**config.mk**
```make
export PLATFORM = sky130hd
export DESIGN_NAME = lusp_div
export DESIGN_NICKNAME = d
export VERILOG_FILES = /design/src/lusp_pkg.sv /design/src/lusp_div.sv
export SDC_FILE = /design/constraint.sdc
export NUM_CORES = 1
export LEC_CHECK = 0
export ABC_AREA = 1
export BUFFER_PORTS_ARGS = -buffer_cell sky130_fd_sc_hd__buf_2
export CAP_MARGIN = 20
export CORE_ASPECT_RATIO = 0.8
export CORE_MARGIN = 3
export CORE_UTILIZATION = 40
export DETAILED_ROUTE_END_ITERATION = 12
export GPL_TIMING_DRIVEN = 1
export PLACE_DENSITY = 0.54
export SYNTH_ARGS = -nofsm -noshare
export SYNTH_HDL_FRONTEND = slang
export SYNTH_SLANG_ARGS = --single-unit
export TNS_END_PERCENT = 30
```
**constraint.sdc**
```tcl
create_clock -name clk -period 6.6 [get_ports clk]
set_input_delay 0.99 -clock clk [delete_from_list [all_inputs] [get_ports clk]]
set_output_delay 0.99 -clock clk [all_outputs]
set_load 0.01 [all_outputs]
```
**src/lusp_pkg.sv**
```systemverilog
// Package for the LU solver with partial pivoting: payload structs, FSM states,
// sizes and Q16.16 saturation helpers. No dependencies.
`default_nettype none
package lusp_pkg;
  localparam int MAX_SIZE_DEF = 8;

  typedef struct packed {
    logic [2:0]         row_index;
    logic [3:0]         col_index;
    logic signed [31:0] entry_value;
    logic               load_done;
  } lusp_in_t;

  typedef struct packed {
    logic [2:0]         solution_index;
    logic signed [31:0] solution_value;
    logic               singular;
    logic               last_result;
  } lusp_out_t;

  typedef enum logic [2:0] {
    DIV_IDLE,
    DIV_RUN,
    DIV_DONE
  } lusp_div_state_t;

  typedef enum logic [4:0] {
    S_IDLE, S_PV_RD, S_PV_CMP, S_SW_RDA, S_SW_RDB, S_SW_WRA, S_SW_WRB,
    S_CHK_RD, S_CHK, S_L_RD, S_L_DIV, S_L_WAIT, S_U_RD, S_U_MUL, S_U_PRD, S_U_WR,
    S_F_RD, S_F_LDA, S_F_LDB, S_F_PRD, S_F_ACC, S_F_WR,
    S_B_RD, S_B_LDA, S_B_PRD, S_B_ACC, S_B_RHS, S_B_DIV, S_B_WAIT,
    S_OUT_RD, S_OUT
  } lusp_state_t;

  function automatic logic signed [31:0] sat32(input logic signed [65:0] v);
    if (v > 66'sd2147483647) return 32'sh7fffffff;
    if (v < -66'sd2147483648) return 32'sh80000000;
    return v[31:0];
  endfunction
endpackage
`default_nettype wire

```
**src/lusp_div.sv**
```systemverilog
// Sequential Q16.16 divider: sat32((num * 2^16) / den), truncating toward zero.
// One quotient bit per cycle. Depends on lusp_pkg.
`default_nettype none
module lusp_div (
  input  wire logic               clk,
  input  wire logic               rst_n,
  input  wire logic               start,
  input  wire logic signed [31:0] num,
  input  wire logic signed [31:0] den,
  output logic                    done,
  output logic signed [31:0]      quot
);
  import lusp_pkg::*;

  lusp_div_state_t state_r, state_nxt;
  logic [47:0] dvd_r, dvd_nxt;
  logic [31:0] dvs_r, dvs_nxt;
  logic [32:0] rem_r, rem_nxt;
  logic [5:0]  cnt_r, cnt_nxt;
  logic        neg_r, neg_nxt;
  logic [32:0] trial;
  logic [33:0] shifted;
  logic signed [65:0] sq;

  assign shifted = {rem_r, dvd_r[47]};
  assign trial   = shifted[32:0] - {1'b0, dvs_r};
  assign sq      = neg_r ? -$signed({18'd0, dvd_r}) : $signed({18'd0, dvd_r});

  always_ff @(posedge clk) begin
    if (!rst_n) begin
      state_r <= DIV_IDLE;
    end else begin
      state_r <= state_nxt;
    end
    dvd_r <= dvd_nxt;
    dvs_r <= dvs_nxt;
    rem_r <= rem_nxt;
    cnt_r <= cnt_nxt;
    neg_r <= neg_nxt;
  end

  always_comb begin
    state_nxt = state_r;
    dvd_nxt   = dvd_r;
    dvs_nxt   = dvs_r;
    rem_nxt   = rem_r;
    cnt_nxt   = cnt_r;
    neg_nxt   = neg_r;
    done      = 1'b0;
    quot      = sat32(sq);
    unique case (state_r)
      DIV_IDLE: begin
        if (start) begin
          dvd_nxt   = {(num[31] ? 32'(-num) : 32'(num)), 16'd0};
          dvs_nxt   = den[31] ? 32'(-den) : 32'(den);
          rem_nxt   = '0;
          cnt_nxt   = 6'd47;
          neg_nxt   = num[31] ^ den[31];
          state_nxt = DIV_RUN;
        end
      end
      DIV_RUN: begin
        // Restoring step: quotient bits shift into the dividend register.
        if (!trial[32] || shifted[33]) begin
          rem_nxt = trial;
          dvd_nxt = {dvd_r[46:0], 1'b1};
        end else begin
          rem_nxt = shifted[32:0];
          dvd_nxt = {dvd_r[46:0], 1'b0};
        end
        cnt_nxt = cnt_r - 6'd1;
        if (cnt_r == '0) state_nxt = DIV_DONE;
      end
      DIV_DONE: begin
        done      = 1'b1;
        state_nxt = DIV_IDLE;
      end
      default: state_nxt = DIV_IDLE;
    endcase
  end
endmodule
`default_nettype wire

```
# [Word level (Yosys, flattened, before mapping)]
# Cells that the tools add are included.
[word_totals] regBits=123 latchBits=0 mem_bits_rw=0 mem_bits_ro=0 input_bits=67 out_inout_bits=33 mem_count=0
[classes] add_sub_neg=5 mul=0 div=0 order_cmp=2 n_eq_ne=4 shifts=0 mux=22 n_bitwise=1 reduce_logical=8
[ops] operator="32-bit two-way mux" n=5
[ops] operator="48-bit case mux with 2 select lines" n=1
[ops] operator="66-bit by 32-bit greater-than comparator with 1-bit output, second input constant" n=1
[ops] operator="66-bit by 32-bit < comparator with 1-bit output, second input constant" n=1
[ops] operator="33-bit two-way mux" n=2
[ops] operator="66-bit two-way mux" n=1
[ops] operator="48-bit negation with 66-bit output" n=1
[ops] operator="33-bit case mux with 2 select lines" n=1
[ops] operator="32-bit negation" n=2
[ops] operator="48-bit two-way mux" n=1
[ops] operator="33-bit by 32-bit subtractor with 33-bit output" n=1
[ops] operator="31-bit two-way mux" n=1
[ops] operator="6-bit case mux with 2 select lines" n=1
[ops] operator="6-bit logical NOT" n=1
[ops] operator="3-bit two-way mux" n=2
[ops] operator="6-bit two-way mux" n=1
[ops] operator="3-bit case mux with 2 select lines" n=1
[ops] operator="2-bit AND reduction" n=3
[ops] operator="6-bit by 1-bit subtractor with 6-bit output, second input constant" n=1
[ops] operator="1-bit two-way mux" n=5
[ops] operator="2-bit inequality test, second input constant" n=2
[ops] operator="3-bit by 1-bit == test with 1-bit output, second input constant" n=1
[ops] operator="3-bit by 2-bit == test with 1-bit output, second input constant" n=1
[ops] operator="3-bit logical NOT" n=1
[ops] operator="other kinds (4)" n=4

# [Logic depth before layout (Yosys ltp)]
[depth] depth_word=7 ltp_mapped=19 ltp_nobuf=18

# [Worst setup path before layout]
# OpenSTA, ideal clock, no wires.
[synth_timing] kind="input to register" startpoint="in start" endpoint="reg cnt_r[0] (enable)" setup_time_ns=0.449 arrival_ns=5.501 required_ns=6.151 setup_slack_ns=0.651 path_stages=4 cell_sequence="inv_1 -> nor3_1 -> inv_1 -> nand2_1"
[synth_via] elab_chain_cells=2
[synth_lines] item="start: declaration" line="lusp_div.sv:7" text="input wire logic start,"
[synth_lines] item="2-bit inequality test (no line)"
[synth_lines] item="2-bit AND reduction (no line)"
[synth_lines] item="end signal: assignment" line="lusp_div.sv:38" text="cnt_r <= cnt_nxt;"
[synth_lines] item="end: declaration" line="lusp_div.sv:19" text="logic [5:0] cnt_r, cnt_nxt;"
# Every way passes these cells.
# A chain may end at the register's enable or synchronous reset.

# [Worst setup path after layout]
[layout_timing] startpoint="reg neg_r" endpoint="out quot[1]"
[layout_via] elab_chain_cells=6
[layout_lines] item="start: declaration" line="lusp_div.sv:20" text="logic neg_r, neg_nxt;"
[layout_lines] item="start signal: assignment" line="lusp_div.sv:39" text="neg_r <= neg_nxt;"
[layout_lines] item="66-bit two-way mux (*)" line="lusp_div.sv:27" text="assign sq = neg_r ? -$signed({18'd0, dvd_r}) : $signed({18'd0, dvd_r});"
[layout_lines] item="66-bit by 32-bit < comparator with 1-bit output" line="lusp_pkg.sv:37" text="if (v < -66'sd2147483648) return 32'sh80000000;"
[layout_lines] item="1-bit two-way mux (2 in series)" line="lusp_pkg.sv:37"
[layout_lines] item="32-bit two-way mux" line="lusp_pkg.sv:38" text="return v[31:0];"
[layout_lines] item="32-bit two-way mux (*)" line="lusp_pkg.sv:37"
[layout_lines] item="end: declaration" line="lusp_div.sv:11" text="output logic signed [31:0] quot"
# Mark *: on every way between the ends. The rest lies on a longest branch, timed or not. The select of a mux whose other input is x is not followed.

==> results_dict.tcl <==
set metrics [dict create \
    outcome "completed" \
    drive_gt1_share_pct 10.80 \
    dieArea_um2 29000 \
    ir_drop_mv 0.1854 \
    die_x_um 189.6 \
    yosysTopAreaCellShare_pct 33.39 \
    rr_worst_depth 13 \
    antenna_found_initial 0 \
    max_slew_margin_pct 39.19 \
    drt_wl_total_mm 32.39 \
    cts.path.max_buffers 2 \
    postCtsSetupRepairBufs 0 \
    grt_max_degree 90 \
    setup_violations 0 \
    cts-root-buf "clkbuf_16" \
    finalMaxSlewViolations 0 \
    yosys.area.top_type "edfxtp_1" \
    yosys-top-cells-area "edfxtp_1 33%, nand2_1 16%, nor2_1 9.5%" \
    async_reset_ff_share_pct 0 \
    p_total_mw 3.138 \
    reg2reg_to "rem_r[18]$_SDFFCE_PN0P_" \
    holdWs_ns 0.5642 \
    dr_wl_met2_mm 12.83 \
    grt.overflow.total 0 \
    powerDensity_nw_per_um2 257.0 \
    min_period_ns 4.716 \
    cts_sinks 122 \
    syn_area_per_cell_um2 6.724 \
    cts_resized 0 \
    clk_latency_ns 0.43 \
    wl_met1_mm 17.16 \
    vias 10380 \
    drv_cap 0 \
    hold_viol 0 \
    rsz0062_at_grt "false" \
    skew_ns 0.01358 \
    ant_nets 0 \
    synth-edff-count 120 \
    avgRoutedWirePerCell_um 15.72 \
    wl_met3_mm 2.064 \
    crit_type "reg2out" \
    via_per_inst 5.035 \
    gp_congestion 0.9510 \
    ys_seq_area_share_pct 33.76 \
    required_ns 5.61 \
    hold_buffers 0 \
    final_cells 2061 \
    cp_max_fo 65 \
    worst_pin_slew_ns 0.9122 \
    holdCritPathClass "reg2reg" \
    cts_tree "done" \
    io_buffers 99 \
    synth_ff_type "edfxtp_1" \
    routed.top_layer "met4" \
    cts.clk_slew.worst_paths_ns 0.06 \
    synth_nets 1710 \
    r2r_setup_slack_ns 3.22 \
    cts_max_level 4 \
    endpoint "quot[1]" \
    drt_pass1_iterations 8 \
    row_count 53 \
    grt_use_total_pct 22.54 \
    dp.cells 2029 \
    cp-end-kind "output port" \
    numCtsBuffers 17 \
    drtIter0Drc 880 \
    fp.dieH_um 152.9 \
    period_share_pct 71.45 \
    dpl.hpwl_mm 24.94 \
    nets 1796 \
    cp.arrival_ns 3.73 \
    core_area_um2 26390 \
    n_antenna_cell 0 \
    grt_pass1_wl_mm 51.94 \
    initial_core_util_pct 40.89 \
    worst_setup_path_start_kind "flop" \
    syn_to_final_growth_pct 13.15 \
    grt_pass1_vias 9686 \
    netlist_area_um2 10790 \
    ys_types 46 \
    startpoint "neg_r$_DFFE_PP_" \
    drc 0 \
    fin_tns_setup_ns 0 \
    max_freq_mhz 212.1 \
    syn_inst 1605 \
    regToRegStartpoint "dvd_r[47]$_DFFE_PP_" \
    ys_ff_latch 122 \
    ios 100 \
    power_leakage_nw 5.624 \
    yosys_warnings 0 \
]
[flip-flops by register name, summed over array words and instances (netlist names)]
signal   count
dvd_r       48
rem_r       33
dvs_r       32
cnt_r        6
state_r      2
neg_r        1
[cell usage in the layout (no fill, tap or decap), types with 5 or more instances in the layout]
cell / Yosys / final
nand2_1: 468 / 467
nor2_1: 273 / 272
inv_1: 203 / 203
edfxtp_1: 120 / 120
nand3_1: 100 / 100
buf_2: 12 / 99
o21ai_0: 89 / 89
xor2_1: 51 / 51
a21oi_1: 46 / 46
ha_1: 37 / 37
xnor2_1: 34 / 34
nor3_1: 18 / 17
clkbuf_16: 0 / 17
nand4_1: 16 / 16
nand2_2: 15 / 15
nand3b_1: 11 / 11
nor2_2: 10 / 10
o211ai_1: 8 / 8
a31oi_1: 7 / 7
a21boi_0: 6 / 6
buf_4: 0 / 6
o21ai_1: 5 / 5
clkinv_4: 0 / 5
[per-stage QoR]
step,instance area (um^2),setup slack (ns),util (%)
5_1_grt,12210,1.474,46.26
4_1_cts,12210,1.874,46.26
3_5_place_dp,11600,2.350,43.94
6_report,12210,1.884,46.26
3_3_place_gp,11600,2.345,43.94
2_1_floorplan,10790,0.6508,-
[layout make-up]
type / count / area [um^2]
fill: 2839 / 14180
inverter: 206 / 773.2
tap: 357 / 446.7
clock buffer: 17 / 425.4
sequential: 122 / 3643
clock inverter: 15 / 188.9
timing repair buffer: 105 / 540.5
multi-input combinational: 1239 / 6192
[critical path, stage by stage, from the launching register on]
cell      delay (ns)
edfxtp_1        0.35
buf_4           0.60
nand2_1         0.10
o21ai_0         0.16
nand2_1         0.12
nor2_1          0.11
nand3_1         0.08
nor2_1          0.27
nand3_1         0.12
nor2_1          0.16
nand2_1         0.07
nor2_1          0.08
nand2_1         0.05
nand3_1         0.08
nand3_2         0.51
nand2_1         0.24
buf_2           0.16
[cell usage after synthesis, types with 7 or more instances]
library cell,count
a21oi_1,46
a31oi_1,7
buf_2,12
clkbuf_1,18
edfxtp_1,120
ha_1,37
inv_1,203
nand2_1,468
nand2_2,15
nand3_1,100
nand3b_1,11
nand4_1,16
nor2_1,273
nor2_2,10
nor3_1,18
o211ai_1,8
o21ai_0,89
xnor2_1,34
xor2_1,51
[worst min path at each step]
stage	startpoint	end	slack (ns)	depth (start not counted)
after global placement	cnt_r[0]$_SDFFCE_PN1P_	cnt_r[0]$_SDFFCE_PN1P_	0.55	1
after CTS	cnt_r[0]$_SDFFCE_PN1P_	cnt_r[0]$_SDFFCE_PN1P_	0.57	1
after global routing	cnt_r[0]$_SDFFCE_PN1P_	cnt_r[0]$_SDFFCE_PN1P_	0.61	1
after detailed placement	cnt_r[0]$_SDFFCE_PN1P_	cnt_r[0]$_SDFFCE_PN1P_	0.56	1
after floorplan	cnt_r[0]$_SDFFCE_PN1P_	cnt_r[0]$_SDFFCE_PN1P_	0.53	1
final	cnt_r[0]$_SDFFCE_PN1P_	cnt_r[0]$_SDFFCE_PN1P_	0.56	1
[cells by family (layout without fill, tap and decap cells)]
family          count (synthesis)  in the layout  share of synthesized area [%]
buf+inv                       244            343                          9.043
fa+ha+maj                      38             38                          4.475
compound gates                182            182                          9.449
xor+xnor                       85             85                          6.899
flops                         122            122                          33.76
simple gates                  934            934                          36.37
[report_power, final]
part	internal [mW]	switching, mW
Sequential	0.982	0.0863
Clock	0.601	0.403
Combinational	0.357	0.708
[per-layer routing]
| layer | vias up | global-route usage [%] |
|---|---|---|
| met4 | 0 | 4.469 |
| li1 | 5338 | - |
| met1 | 4693 | 35.87 |
| met3 | 26 | 3.463 |
| met2 | 320 | 32.06 |
| met5 | - | 0 |
No activity file was read; power rests on OpenSTA's default activity.
